$ cat src/rtl/sprs_pkg.sv
package sprs_pkg;

   // Divider size: one quotient bit is produced per cycle.
   localparam int unsigned DIV_BITS = 18;
   localparam int unsigned DVS_BITS = 26;
   localparam int unsigned CNT_BITS = $clog2(DIV_BITS);

   // Wait numerator is 1000 ms scaled by 256 for the Q6.8 speed.
   localparam logic [DIV_BITS-1:0] WAIT_NUMERATOR = 18'd256000;
   localparam logic [DIV_BITS-1:0] WAIT_MAX       = 18'd256000;

   // Configuration register indexes.
   localparam logic [1:0] REG_HALF_STEP    = 2'd0;
   localparam logic [1:0] REG_STEPS_REV    = 2'd1;
   localparam logic [1:0] REG_TARGET_SPEED = 2'd2;
   localparam logic [1:0] REG_RAMP_STEPS   = 2'd3;

   // Coil drive per phase entry: bit 0 A+, bit 1 A-, bit 2 B+, bit 3 B-.
   localparam logic [3:0] DRIVE_TABLE [8] = '{
      4'h1, 4'h5, 4'h4, 4'h6, 4'h2, 4'hA, 4'h8, 4'h9
   };

   // Commands from the controller to the datapath.
   typedef struct packed {
      logic accept;
      logic div_load_wait;
      logic div_step;
      logic ramp_update;
      logic mult;
      logic out_load;
   } sprs_cmd_type;

   // Status from the datapath to the controller.
   typedef struct packed {
      logic out_free;
   } sprs_status_type;

endpackage

$ cat src/rtl/sprs_ctrl.sv
module sprs_ctrl
   import sprs_pkg::*;
(
   input  logic            clock,
   input  logic            reset,
   input  logic            req_tvalid,
   output logic            req_tready,
   input  sprs_status_type status,
   output sprs_cmd_type    cmd
);

   typedef enum logic [2:0] {
      ST_IDLE,
      ST_DIV_INC,
      ST_RAMP,
      ST_MULT,
      ST_LOAD_WAIT,
      ST_DIV_WAIT,
      ST_FINISH
   } state_type;

   state_type             state_ff, state_in;
   logic [CNT_BITS-1:0]   cnt_ff, cnt_in;

   localparam logic [CNT_BITS-1:0] CNT_LAST = CNT_BITS'(DIV_BITS - 1);

   // Next state, step counter and command decode.
   always_comb begin
      state_in = state_ff;
      cnt_in   = cnt_ff;
      cmd      = '0;
      unique case (state_ff)
         ST_IDLE: begin
            if (req_tvalid) begin
               cmd.accept = 1'b1;
               cnt_in     = '0;
               state_in   = ST_DIV_INC;
            end
         end
         ST_DIV_INC: begin
            cmd.div_step = 1'b1;
            cnt_in       = cnt_ff + 1'b1;
            if (cnt_ff == CNT_LAST) begin
               state_in = ST_RAMP;
            end
         end
         ST_RAMP: begin
            cmd.ramp_update = 1'b1;
            state_in        = ST_MULT;
         end
         ST_MULT: begin
            cmd.mult = 1'b1;
            state_in = ST_LOAD_WAIT;
         end
         ST_LOAD_WAIT: begin
            cmd.div_load_wait = 1'b1;
            cnt_in            = '0;
            state_in          = ST_DIV_WAIT;
         end
         ST_DIV_WAIT: begin
            cmd.div_step = 1'b1;
            cnt_in       = cnt_ff + 1'b1;
            if (cnt_ff == CNT_LAST) begin
               state_in = ST_FINISH;
            end
         end
         ST_FINISH: begin
            if (status.out_free) begin
               cmd.out_load = 1'b1;
               state_in     = ST_IDLE;
            end
         end
         default: begin
            state_in = ST_IDLE;
         end
      endcase
   end

   assign req_tready = (state_ff == ST_IDLE);

   // State and counter registers.
   always_ff @(posedge clock) begin
      if (reset) begin
         state_ff <= ST_IDLE;
         cnt_ff   <= '0;
      end else begin
         state_ff <= state_in;
         cnt_ff   <= cnt_in;
      end
   end

endmodule

$ cat src/rtl/sprs_datapath.sv
module sprs_datapath
   import sprs_pkg::*;
(
   input  logic            clock,
   input  logic            reset,
   input  sprs_cmd_type    cmd,
   output sprs_status_type status,
   input  logic            half_step_mode,
   input  logic [11:0]     steps_per_rev,
   input  logic [13:0]     target_speed,
   input  logic [7:0]      ramp_steps,
   input  logic            go_reverse,
   input  logic            rsp_tready,
   output logic            rsp_tvalid,
   output logic [39:0]     rsp_tdata
);

   logic [2:0]           phase_ff, phase_in;
   logic [13:0]          ramp_ff, ramp_in;
   logic [3:0]           drive_ff, drive_in;
   logic [DIV_BITS-1:0]  dq_ff, dq_in;
   logic [DVS_BITS-1:0]  rem_ff, rem_in;
   logic [DVS_BITS-1:0]  dvs_ff, dvs_in;
   logic [DVS_BITS-1:0]  prod_ff, prod_in;
   logic                 valid_ff, valid_in;
   logic [39:0]          out_ff, out_in;

   logic [2:0]           entry;
   logic [2:0]           move;
   logic [DVS_BITS:0]    rem_shift;
   logic [DVS_BITS:0]    rem_diff;
   logic                 fits;
   logic [13:0]          inc;
   logic [14:0]          ramp_sum;
   logic [DIV_BITS-1:0]  wait_val;

   // Phase entry and the move to the next one.
   always_comb begin
      entry    = half_step_mode ? phase_ff : (phase_ff | 3'd1);
      move     = half_step_mode ? 3'd1 : 3'd2;
      phase_in = phase_ff;
      drive_in = drive_ff;
      if (cmd.accept) begin
         drive_in = DRIVE_TABLE[entry];
         phase_in = go_reverse ? (entry - move) : (entry + move);
      end
   end

   // Shared restoring divider, one quotient bit per cycle.
   always_comb begin
      rem_shift = {rem_ff, dq_ff[DIV_BITS-1]};
      rem_diff  = rem_shift - {1'b0, dvs_ff};
      fits      = (rem_shift >= {1'b0, dvs_ff});
      dq_in     = dq_ff;
      rem_in    = rem_ff;
      dvs_in    = dvs_ff;
      if (cmd.accept) begin
         dq_in  = DIV_BITS'(target_speed);
         rem_in = '0;
         dvs_in = (ramp_steps == 8'd0) ? DVS_BITS'(1) : DVS_BITS'(ramp_steps);
      end else if (cmd.div_load_wait) begin
         dq_in  = WAIT_NUMERATOR;
         rem_in = '0;
         dvs_in = prod_ff;
      end else if (cmd.div_step) begin
         dq_in  = {dq_ff[DIV_BITS-2:0], fits};
         rem_in = fits ? rem_diff[DVS_BITS-1:0] : rem_shift[DVS_BITS-1:0];
      end
   end

   // Speed ramp, clamped at the target.
   always_comb begin
      inc      = (dq_ff[13:0] == 14'd0) ? 14'd1 : dq_ff[13:0];
      ramp_sum = {1'b0, ramp_ff} + {1'b0, inc};
      ramp_in  = ramp_ff;
      if (cmd.ramp_update) begin
         if (ramp_ff < target_speed) begin
            ramp_in = (ramp_sum > {1'b0, target_speed}) ? target_speed : ramp_sum[13:0];
         end else begin
            ramp_in = target_speed;
         end
      end
   end

   // Divisor of the wait: steps per revolution times speed.
   always_comb begin
      prod_in = prod_ff;
      if (cmd.mult) begin
         prod_in = DVS_BITS'(steps_per_rev) * DVS_BITS'(ramp_ff);
      end
   end

   // Output register; a zero divisor saturates the wait.
   always_comb begin
      wait_val = (prod_ff == '0) ? WAIT_MAX : dq_ff;
      valid_in = valid_ff;
      out_in   = out_ff;
      if (cmd.out_load) begin
         valid_in = 1'b1;
         out_in   = {4'b0, ramp_ff, wait_val, drive_ff};
      end else if (rsp_tready) begin
         valid_in = 1'b0;
      end
   end

   assign status.out_free = !valid_ff || rsp_tready;
   assign rsp_tvalid      = valid_ff;
   assign rsp_tdata       = out_ff;

   // Control state is cleared by reset; payload registers are not.
   always_ff @(posedge clock) begin
      if (reset) begin
         phase_ff <= '0;
         ramp_ff  <= '0;
         valid_ff <= 1'b0;
      end else begin
         phase_ff <= phase_in;
         ramp_ff  <= ramp_in;
         valid_ff <= valid_in;
      end
      drive_ff <= drive_in;
      dq_ff    <= dq_in;
      rem_ff   <= rem_in;
      dvs_ff   <= dvs_in;
      prod_ff  <= prod_in;
      out_ff   <= out_in;
   end

endmodule

$ cat src/rtl/stepper_phase_ramp_sequencer_core.sv
// Each step runs in order: accept, divide for the ramp increment, ramp, multiply,
// divider load, divide for the wait in milliseconds, and output load; the shared
// radix-2 divider runs twice per step. The output load waits until the output
// register is free, and no new request is taken until the step is loaded. A finished
// result waits in the output register while the next request is taken. Reset (synchronous, active high)
// clears phase and speed and loads half step, 48 steps per rev, target 1024, ramp 10.
module stepper_phase_ramp_sequencer_core
   import sprs_pkg::*;
(
   input  logic        clock,
   input  logic        reset,
   // Request: bit 0 go_reverse, bits 7:1 zero.
   input  logic        req_tvalid,
   output logic        req_tready,
   input  logic [7:0]  req_tdata,
   // Response: bit 0 coil_a_pos, 1 coil_a_neg, 2 coil_b_pos, 3 coil_b_neg,
   // 21:4 wait_ms, 35:22 speed_now, 39:36 zero.
   output logic        rsp_tvalid,
   input  logic        rsp_tready,
   output logic [39:0] rsp_tdata,
   // Configuration port.
   input  logic        csr_psel,
   input  logic        csr_penable,
   input  logic        csr_pwrite,
   input  logic [3:0]  csr_paddr,
   input  logic [31:0] csr_pwdata,
   output logic [31:0] csr_prdata,
   output logic        csr_pready
);

   logic        half_ff, half_in;
   logic [11:0] spr_ff, spr_in;
   logic [13:0] target_ff, target_in;
   logic [7:0]  ramp_steps_ff, ramp_steps_in;
   logic        csr_write;

   sprs_cmd_type    cmd;
   sprs_status_type status;

   assign csr_pready = 1'b1;
   assign csr_write  = csr_psel && csr_penable && csr_pwrite && csr_pready;

   // Register writes.
   always_comb begin
      half_in       = half_ff;
      spr_in        = spr_ff;
      target_in     = target_ff;
      ramp_steps_in = ramp_steps_ff;
      if (csr_write) begin
         unique case (csr_paddr[3:2])
            REG_HALF_STEP:    half_in       = csr_pwdata[0];
            REG_STEPS_REV:    spr_in        = csr_pwdata[11:0];
            REG_TARGET_SPEED: target_in     = csr_pwdata[13:0];
            REG_RAMP_STEPS:   ramp_steps_in = csr_pwdata[7:0];
            default:          half_in       = half_ff;
         endcase
      end
   end

   // Register reads.
   always_comb begin
      unique case (csr_paddr[3:2])
         REG_HALF_STEP:    csr_prdata = {31'b0, half_ff};
         REG_STEPS_REV:    csr_prdata = {20'b0, spr_ff};
         REG_TARGET_SPEED: csr_prdata = {18'b0, target_ff};
         REG_RAMP_STEPS:   csr_prdata = {24'b0, ramp_steps_ff};
         default:          csr_prdata = '0;
      endcase
   end

   always_ff @(posedge clock) begin
      if (reset) begin
         half_ff       <= 1'b1;
         spr_ff        <= 12'd48;
         target_ff     <= 14'd1024;
         ramp_steps_ff <= 8'd10;
      end else begin
         half_ff       <= half_in;
         spr_ff        <= spr_in;
         target_ff     <= target_in;
         ramp_steps_ff <= ramp_steps_in;
      end
   end

   sprs_ctrl u_ctrl (
      .clock      (clock),
      .reset      (reset),
      .req_tvalid (req_tvalid),
      .req_tready (req_tready),
      .status     (status),
      .cmd        (cmd)
   );

   sprs_datapath u_datapath (
      .clock          (clock),
      .reset          (reset),
      .cmd            (cmd),
      .status         (status),
      .half_step_mode (half_ff),
      .steps_per_rev  (spr_ff),
      .target_speed   (target_ff),
      .ramp_steps     (ramp_steps_ff),
      .go_reverse     (req_tdata[0]),
      .rsp_tready     (rsp_tready),
      .rsp_tvalid     (rsp_tvalid),
      .rsp_tdata      (rsp_tdata)
   );

endmodule

$ cat config.mk
export PLATFORM = sky130hd
export DESIGN_NAME = stepper_phase_ramp_sequencer_core
export DESIGN_NICKNAME = d
export VERILOG_FILES = /design/src/rtl/sprs_pkg.sv /design/src/rtl/sprs_ctrl.sv /design/src/rtl/sprs_datapath.sv /design/src/rtl/stepper_phase_ramp_sequencer_core.sv
export SDC_FILE = /design/constraint.sdc
export NUM_CORES = 1
export LEC_CHECK = 0
export BUFFER_PORTS_ARGS = -buffer_cell sky130_fd_sc_hd__buf_2
export CORE_AREA = 5 5 186 188
export CTS_BUF_LIST = sky130_fd_sc_hd__clkbuf_8
export DETAILED_ROUTE_END_ITERATION = 7
export DIE_AREA = 0 0 191 193
export GPL_ROUTABILITY_DRIVEN = 0
export PLACE_DENSITY = 0.73
export SYNTH_ARGS = -nofsm -noshare
export SYNTH_HDL_FRONTEND = slang
export SYNTH_SLANG_ARGS = --single-unit
$ cat constraint.sdc
create_clock -name clock -period 16.81 [get_ports clock]
set_clock_uncertainty 0.05 [all_clocks]
set_input_delay 0.8405 -clock clock [delete_from_list [all_inputs] [get_ports clock]]
set_output_delay 0.8405 -clock clock [all_outputs]
set_load 0.05 [all_outputs]
==> results of run 1 <==
## how the worst max path moves through the flow
stage / startpoint / endpoint / slack, ns
2_1_floorplan: spr_ff[5] / u_datapath.prod_ff[25] / 11.44
3_5_place_dp: u_datapath.ramp_ff[3] / u_datapath.prod_ff[25] / 10.72
3_3_place_gp: u_datapath.ramp_ff[3] / u_datapath.prod_ff[25] / 10.82
6_report: u_datapath.ramp_ff[3] / u_datapath.prod_ff[25] / 10.66
4_1_cts: u_datapath.ramp_ff[4] / u_datapath.prod_ff[25] / 10.70
5_1_grt: u_datapath.ramp_ff[3] / u_datapath.prod_ff[25] / 10.40
## layer usage
metal | track usage, % | share of wire [%] | vias to the layer above
li1 | - | - | 5828
met1 | 29.25 | 44 | 6024
met2 | 33.47 | 46 | 438
met3 | 4.249 | 7.6 | 84
met4 | 6.381 | 2.6 | 0
met5 | 0 | 0 | -
## cell usage in the layout, fill, tap and decap left out, types with 15 or more instances in the layout
cell and count:
nand3_1 34, fa_1 123, dfxtp_1 91, ha_1 133, xnor2_1 32, buf_2 75, a21oi_1 80, a21o_1 25
o21ai_0 74, nor3_1 23, edfxtp_1 106, nor2b_1 31, and2_1 89, inv_1 224, xor2_1 17, o21ai_1 20
a31oi_1 15, mux2i_1 37, nand2_1 256, nor2_1 63, clkbuf_8 17, conb_1 23
## area by class of cell
type / instances / area [um^2]
flip-flops and latches: 197 / 5005
multi-input cells: 1243 / 9783
well taps: 448 / 560.5
inverters: 224 / 840.8
clock inverters: 15 / 167.7
fillers: 2975 / 15920
clock buffers: 17 / 234.0
repair buffers: 82 / 427.9
diodes: 1 / 2.502
## power by group through the flow
stage / combinational (W) / clock (W) / sequential (W)
6_report: 0.000483 / 0.000315 / 0.000587
5_1_grt: 0.000533 / 0.000338 / 0.000592
4_1_cts: 0.000478 / 0.000318 / 0.000586
3_5_place_dp: 0.000476 / 0 / 0.000596
3_3_place_gp: 0.000459 / 0 / 0.000595
2_1_floorplan: 0.000411 / 0 / 0.000580
## cells by family (layout without fill, tap and decap cells)
kind of cell	count (synthesis)	in the layout	share of synthesized area, %
other	2	24	0.04667
AO/OA/AOI/OAI	312	312	12.59
AND/OR/NAND/NOR	565	565	16.90
multiplexers	38	38	2.442
XOR/XNOR	49	49	2.667
flip-flops	197	197	31.10
adder cells (fa/ha/maj)	256	256	25.65
buffers and inverters	330	338	8.608
## state kept, by name, summed over array words and instances, names as in the netlist
name                   count
u_datapath.ramp_ff        14
u_datapath.dvs_ff         26
u_ctrl.state_ff            3
u_datapath.phase_ff        3
spr_ff                    12
u_datapath.rem_ff         26
ramp_steps_ff              8
target_ff                 14
u_datapath.drive_ff        4
u_ctrl.cnt_ff              5
u_datapath.rsp_tvalid      1
u_datapath.dq_ff          18
u_datapath.prod_ff        26
half_ff                    1
u_datapath.rsp_tdata      36
## worst max-delay path, delay by kind of cell (launching register included)
| family | cells | cell delay [ns] |
|---|---|---|
| buf+inv | 3 | 0.14 |
| xor+xnor | 1 | 0.08 |
| fa+ha+maj | 6 | 2.78 |
| compound gates | 5 | 1.35 |
| simple gates | 2 | 0.59 |
| flops | 1 | 0.90 |
## stage by stage
| stage | cell area [um^2] | hold slack [ns] | util, % | setup slack (ns) |
|---|---|---|---|---|
| floorplan | 16170 | 0.3503 | - | 11.44 |
| global placement | 16620 | 0.3536 | 50.44 | 10.82 |
| detailed placement | 16620 | 0.3705 | 50.44 | 10.72 |
| CTS | 17020 | 0.3968 | 51.66 | 10.70 |
| global route | 17020 | 0.3989 | 51.66 | 10.40 |
| finish | 17020 | 0.3884 | 51.67 | 10.66 |
==> flow_summary.ini, run 1 <==
[status]
status = finished, final reports clean

[sta]
period_share_pct = 36.59
finalHoldViolCount = 0
fmax_mhz = 162.6
drv_slew = 0
period_needed_ns = 6.151
setup_violations = 0
maxSlewHeadroom_pct = 24.14
rsz0062_at_grt = no
tightest_slew_ns = 1.134
setup_tns_ns = 0

[pwr]
clockPowerShare_pct = 22.8
vdd_ir_drop_max_mv = 0.05531
swShare_pct = 37.26
combPwrFrac_pct = 34.8
report.power.total_w = 0.001386
p_int_w = 0.0008693
p_switching_w = 0.0005162
power.density_nw_per_um2 = 81.40
leakage_nw = 7.772
seqPwrFrac_pct = 42.4

[setup_path]
cp_cell_sequence = nand2_1 > fa_1 > fa_1 > inv_1 > ha_1 > fa_1 > inv_1 > fa_1 > inv_1 > ha_1 > or3_1 > a31oi_1 > o221ai_1 > o21a_1 > a221o_1 > a21oi_1 > xnor2_1
critPathMostFrequentCell = fa_1
max_stage_delay_ns = 0.90
end_kind = register
worstPathRequired_ns = 16.99
r2r-start = u_datapath.ramp_ff[3]
crit_path_start_kind = register
critPathSlowestCell = dfxtp_1
rr_worst_depth = 17
critPathMaxFanout = 16
path_class = reg2reg
cp.arrival_ns = 6.33
r2r_slack_ns = 10.66
r2r-end = u_datapath.prod_ff[25]

[logic_synthesis]
synthesis.area_um2 = 16090
yosys.area.top_type_share_pct = 19.78
async_flop_share_pct = 0
syn_inst = 1749
syn_area_per_cell_um2 = 9.200
synth_seq_cells = 197
synth_common_cells = nand2_1, inv_1, ha_1
yosys.area.top_type = edfxtp_1
synth_ff_type = edfxtp_1
synth.area.top_cells = edfxtp_1, fa_1, dfxtp_1, ha_1, nand2_1
synth_edf_count = 106
ys_seq_area_share_pct = 31.10
synth.most_common_cell = nand2_1
yosys_warnings = 0
ys_types = 85

[die]
die_y_um = 193
rows = 67
die_w_um = 191
ios = 126
die_area_um2 = 36860
fp.coreArea_um2 = 32950
initial_core_util_pct = 48.84

[routing]
vias = 12370
drt-initial-drc-count = 976
wl_per_cell_um = 17.26
vias_per_cell = 5.556
drc_errors = 0
drtAntennaViolNets = 0
wl_um = 38440
firstDrtPassIters = 7

[placed_design]
place_inst = 2194
place_hpwl_um = 29270
io_buffers = 75

[worst_hold_path]
min_path_type = reg2reg
hold_path_depth = 0
hold_start = u_datapath.drive_ff[1]
whs_endpoint = u_datapath.rsp_tdata[1]

[grt]
grt_pass1_wl_um = 62710
grt_max_degree = 56
grt_pass1_vias = 12360
grt_usage_pct = 21.01
grt_antenna_before_repair = 0
gr-total-overflow = 0

[clock_tree]
htreeDepth = 4
path_clk_slew_ns = 0.10
ctsHoldBuffers = 0
clock_latency_ns = 0.48
numCtsBuffers = 17
cts_tree = built
cts_setup_buffers = 0
cts_root_buffer = clkbuf_8
clockBufferDepth = 2
post_cts_resized = 0
numClockSinks = 197

[layout]
nets = 2072
area_delta_synth_final_pct = 5.785
layout-drive-gt1-share_pct = 8.549
stdcell_count = 2227

[job]
maxCapViolCount = 0
No activity file was read; power rests on OpenSTA's default activity.
==> run 2: changes to the inputs <==
--- a/config.mk
+++ b/config.mk
@@ -11,7 +11,7 @@
 export DETAILED_ROUTE_END_ITERATION = 7
 export DIE_AREA = 0 0 191 193
 export GPL_ROUTABILITY_DRIVEN = 0
-export PLACE_DENSITY = 0.73
+export PLACE_DENSITY = 0.75
 export SYNTH_ARGS = -nofsm -noshare
 export SYNTH_HDL_FRONTEND = slang
 export SYNTH_SLANG_ARGS = --single-unit
==> constraint.sdc (replaced) <==
create_clock -name clock -period 5.37 [get_ports clock]
set_clock_uncertainty 0.05 [all_clocks]
set_input_delay 0.2685 -clock clock [delete_from_list [all_inputs] [get_ports clock]]
set_output_delay 0.2685 -clock clock [all_outputs]
set_load 0.05 [all_outputs]
==> run 2 against run 1 <==
Compared with the run above: register-to-register slack worse by 10 ns; sequential share of layout area down 1.3 points; hold slack worse by 0.33 ns.
==> flow_summary.ini, run 2 (same netlist as run 1, synthesis figures left out) <==
[status]
status = finished, final reports clean

[pwr]
power.density_nw_per_um2 = 240.4
leakage_nw = 8.268
vdd_ir_drop_max_mv = 0.1732

[layout]
final_common_cell = nand2_1
antenna_cells = 0
area_delta_synth_final_pct = 11.70
nets = 2167
final_cell_mix = nand2_1, inv_1, ha_1, fa_1, edfxtp_1
n_fill_cell = 2892
layout-drive-gt1-share_pct = 14.42
largest_reg_flops = 36
stdcell_count = 2321

[sta]
period_share_pct = 96.90
maxSlewHeadroom_pct = 24.64
tightest_slew_ns = 1.126
fmax_mhz = 192.2
setup_violations = 0
finalHoldViolCount = 0
drv_slew = 0
fin_hold_ws_ns = 0.06185
setup_tns_ns = 0
period_needed_ns = 5.204

[die]
rows = 67
die_area_um2 = 36860
die_y_um = 193
ios = 126
die_w_um = 191
initial_core_util_pct = 48.84
fp.coreArea_um2 = 32950

[clock_tree]
clockBufferDepth = 2
cts_tree = built
cts_root_buffer = clkbuf_8
clock_latency_ns = 0.49
path_clk_slew_ns = 0.11
numCtsBuffers = 17
numClockSinks = 197
htreeDepth = 4

[grt]
grt_pass1_vias = 12580
grt_usage_pct = 21.21
grt_max_degree = 57
grt_antenna_before_repair = 0
gr-total-overflow = 0
grt_pass1_wl_um = 63320

[job]
maxCapViolCount = 0

[worst_hold_path]
hold_start = req_tvalid
min_path_type = in2reg
whs_endpoint = u_ctrl.state_ff[1]
hold_path_depth = 3

[routing]
wl_um = 38800
drc_errors = 0
vias = 12700
wl_per_cell_um = 16.71
vias_per_cell = 5.470
drtAntennaViolNets = 0
drt-initial-drc-count = 1075
firstDrtPassIters = 6

[setup_path]
rr_worst_depth = 19
r2r_slack_ns = 0.17
cp.arrival_ns = 5.40
crit_path_start_kind = register
worstPathRequired_ns = 5.57
r2r-end = u_datapath.prod_ff[25]
critPathMaxFanout = 7
end_kind = register
r2r-start = spr_ff[5]
path_class = reg2reg

[placed_design]
place_hpwl_um = 30480
io_buffers = 75
place_inst = 2272
[run 2: timing repair]
item                                    in CTS  in global routing
pin swaps                                    1                 16
endpoints found under the setup margin       4                 17
cloned                                       0                  0
buffers inserted                             1                  3
hold endpoints to repair                    25                  0
hold buffers                                14                  0
gates resized for setup                      9                 48
[run 2: layer usage]
metal / GRT usage (%) / routed length (um) / share of wire (%)
met1: 29.30 / 16460 / 42
met2: 34.80 / 18340 / 47
met3: 3.403 / 3039 / 7.8
met4: 6.326 / 952 / 2.5
met5: 0 / 0 / 0
[run 2: worst max-delay path, stage by stage, from the launching register on]
cell and delay (ns):
dfxtp_4 0.42, buf_12 0.12, buf_4 0.11, nand2_1 0.07, fa_1 0.53, inv_1 0.05, fa_1 0.47, fa_1 0.53
fa_1 0.55, inv_1 0.05, fa_1 0.52, inv_1 0.04, ha_1 0.32, nand2_2 0.13, or2_4 0.17, o221ai_4 0.10
o21a_1 0.21, a221o_1 0.31, a21oi_2 0.15, xnor2_1 0.07
[run 2: through the flow]
stage / cell area [um^2] / power (W) / utilization [%] / setup WS, ns
finish: 17970 / 0.004321 / 54.56 / 0.1663
floorplan: 16170 / 0.003104 / - / 0.001005
global route: 17970 / 0.004575 / 54.56 / -0.04967
detailed placement: 17230 / 0.003361 / 52.29 / -0.1298
global placement: 17230 / 0.003309 / 52.29 / -0.04782
CTS: 17780 / 0.004317 / 53.97 / 0.01166
[run 2: layout make-up]
cell class | count | area [um^2] | share of cell area [%]
multi-input combinational | 1243 | 9921 | 55.20
clock inverter | 15 | 145.1 | 0.8075
timing repair buffer | 177 | 1220 | 6.787
tap | 448 | 560.5 | 3.119
sequential | 197 | 5052 | 28.11
inverter | 224 | 840.8 | 4.678
clock buffer | 17 | 234.0 | 1.302
[run 2: where the power goes]
group | switching [W] | internal, W | total, W
clock network | 0.000580 | 0.000380 | 0.000960
registers | 0.000111 | 0.00171 | 0.00182
logic | 0.000905 | 0.000633 | 0.00154
total | 0.00160 | 0.00272 | 0.00432
[run 2: worst max path at each step]
stage                     cells past startpoint                      to             startpoint  slack [ns]
after floorplan                              18  u_datapath.prod_ff[25]              spr_ff[5]       0.001
after global placement                       18  u_datapath.prod_ff[25]  u_datapath.ramp_ff[5]       -0.05
after detailed placement                     19  u_datapath.prod_ff[25]  u_datapath.ramp_ff[5]       -0.13
after CTS                                    19  u_datapath.prod_ff[23]              spr_ff[7]        0.01
after global routing                         20  u_datapath.prod_ff[23]              spr_ff[4]       -0.05
final                                        19  u_datapath.prod_ff[25]              spr_ff[5]        0.17
==> run 3: changes to the inputs <==
--- a/config.mk
+++ b/config.mk
@@ -7,7 +7,6 @@
 export LEC_CHECK = 0
 export BUFFER_PORTS_ARGS = -buffer_cell sky130_fd_sc_hd__buf_2
 export CORE_AREA = 5 5 186 188
-export CTS_BUF_LIST = sky130_fd_sc_hd__clkbuf_8
 export DETAILED_ROUTE_END_ITERATION = 7
 export DIE_AREA = 0 0 191 193
 export GPL_ROUTABILITY_DRIVEN = 0
==> run 3 against run 2 <==
Compared with the run above: sequential power barely moved; hold slack got worse by 0.041 ns; total power rose by 7.2%; largest cell class unchanged.
==> flow_summary.ini, run 3 (same netlist as run 1, synthesis figures left out) <==
[layout]
area_delta_synth_final_pct = 12.26
final_cell_mix = nand2_1, inv_1, ha_1, fa_1, edfxtp_1
stdcell_count = 2309
nets = 2155
multi_input_area_um2 = 9937
ff_latch_area_um2 = 5054
antenna_cells = 0
largest_reg_flops = 36
final_common_cell = nand2_1
n_fill_cell = 2868
layout-drive-gt1-share_pct = 14.62

[clock_tree]
cts_root_buffer = clkbuf_16
clock_latency_ns = 0.45
cts_tree = built
numClockSinks = 197
clockBufferDepth = 2
htreeDepth = 4
path_clk_slew_ns = 0.08
numCtsBuffers = 17

[status]
status = finished, final reports clean

[setup_path]
critPathMostFrequentCell = fa_1
cp.arrival_ns = 5.37
critPathSlowestCell = fa_1
cp_cell_sequence = buf_12 > buf_4 > nand2_1 > fa_1 > inv_1 > fa_1 > fa_1 > fa_1 > inv_1 > fa_1 > inv_1 > ha_1 > nand2_2 > or2_4 > o221ai_4 > o21a_1 > a221o_1 > a21oi_2 > xnor2_1
path_class = reg2reg
worstPathRequired_ns = 5.52
r2r-end = u_datapath.prod_ff[25]
cp_num_buf_inv = 5
crit_path_start_kind = register
r2r-start = spr_ff[5]
path_delay_family = adder cells
critPathMaxFanout = 7
startpoint = spr_ff[5]
max_stage_delay_ns = 0.55
end_kind = register
rr_worst_depth = 19
r2r_slack_ns = 0.15
cp.depth = 19
crit_end = u_datapath.prod_ff[25]

[grt]
grt_pass1_vias = 12590
grt_usage_pct = 21.42
gr-total-overflow = 0
grt_max_degree = 57
grt_antenna_before_repair = 0
grt_pass1_wl_um = 63760

[routing]
vias = 12700
firstDrtPassIters = 6
wl_met3_um = 2672
met1Wirelength_um = 17030
routed.top_layer = met4
wl_per_cell_um = 17.10
drtAntennaViolNets = 0
wl_met2_um = 18640
drt-initial-drc-count = 930
drc_errors = 0
wl_um = 39480
vias_per_cell = 5.500

[sta]
drv_slew = 0
finalHoldViolCount = 0
fmax_mhz = 191.5
worst_slack_ns = 0.1493
fin_hold_ws_ns = 0.02116
setup_violations = 0
period_share_pct = 97.22
period_needed_ns = 5.221
tightest_slew_ns = 1.112
maxSlewHeadroom_pct = 25.56

[pwr]
combPwrFrac_pct = 33.2
seqPwrFrac_pct = 39.4
power.density_nw_per_um2 = 256.4
clockPowerShare_pct = 27.5
p_switching_w = 0.001639
leakage_nw = 8.305
swShare_pct = 35.38
vdd_ir_drop_max_mv = 0.2075
p_int_w = 0.002994

[die]
fp.coreArea_um2 = 32950
die_area_um2 = 36860
ios = 126
die_w_um = 191
die_y_um = 193
initial_core_util_pct = 48.84
rows = 67

[placed_design]
pre_cts_slack_ns = -0.1298
place_inst = 2272
io_buffers = 75
place_hpwl_um = 30480

[job]
maxCapViolCount = 0

[worst_hold_path]
min_path_type = in2reg
## run 3: tightest hold or removal path: stages
cell	delay, ns
buf_2	0.11
nand2_1	0.05
a21oi_1	0.05
## run 3: power by group through the flow
stage               registers [W]  clock network (W)  logic (W)
finish                    0.00182            0.00127    0.00154
global route              0.00184            0.00135    0.00170
global placement          0.00185                  0    0.00146
CTS                       0.00182            0.00129    0.00152
floorplan                 0.00182                  0    0.00129
detailed placement        0.00185                  0    0.00151
## run 3: layer usage
layer | vias to the layer above | global-route usage [%]
met1 | 6159 | 29.23
met5 | - | 0
li1 | 5991 | -
met2 | 456 | 35.19
met3 | 94 | 3.763
met4 | 0 | 6.657
## run 3: cell type report
type | instances | share of cell area [%]
Inverter | 224 | 4.655
Multi-Input combinational cell | 1243 | 55.01
Timing Repair Buffer | 165 | 6.095
Sequential cell | 197 | 27.98
Clock buffer | 17 | 2.355
Tap cell | 448 | 3.103
Clock inverter | 15 | 0.8035
## run 3: per-stage QoR
stage               total power, W  util, %  area (um^2)  setup TNS [ns]
floorplan                 0.003104        -        16170               0
global placement          0.003309    52.29        17230        -0.04782
detailed placement        0.003361    52.29        17230         -0.3322
CTS                       0.004626    54.16        17840               0
global route              0.004884    54.83        18060        -0.05416
finish                    0.004632    54.83        18060               0
## run 3: how the worst min path moves through the flow
stage,cells after the start,to,startpoint
after detailed placement,0,u_datapath.rsp_tdata[2],u_datapath.drive_ff[2]
after global placement,0,u_datapath.rsp_tdata[3],u_datapath.drive_ff[3]
final,3,target_ff[9],csr_pwdata[9]
after floorplan,2,spr_ff[4],csr_pwdata[4]
after global routing,3,target_ff[9],csr_pwdata[9]
after CTS,3,target_ff[9],csr_pwdata[9]
## run 3: what timing repair did
| action | in CTS | in global routing |
|---|---|---|
| pin swaps | 1 | 20 |
| endpoints found under the hold margin | 1 | 0 |
| gates resized for setup | 9 | 51 |
| setup buffers | 1 | 3 |
| hold buffers | 1 | 0 |
| setup endpoints to repair | 6 | 14 |
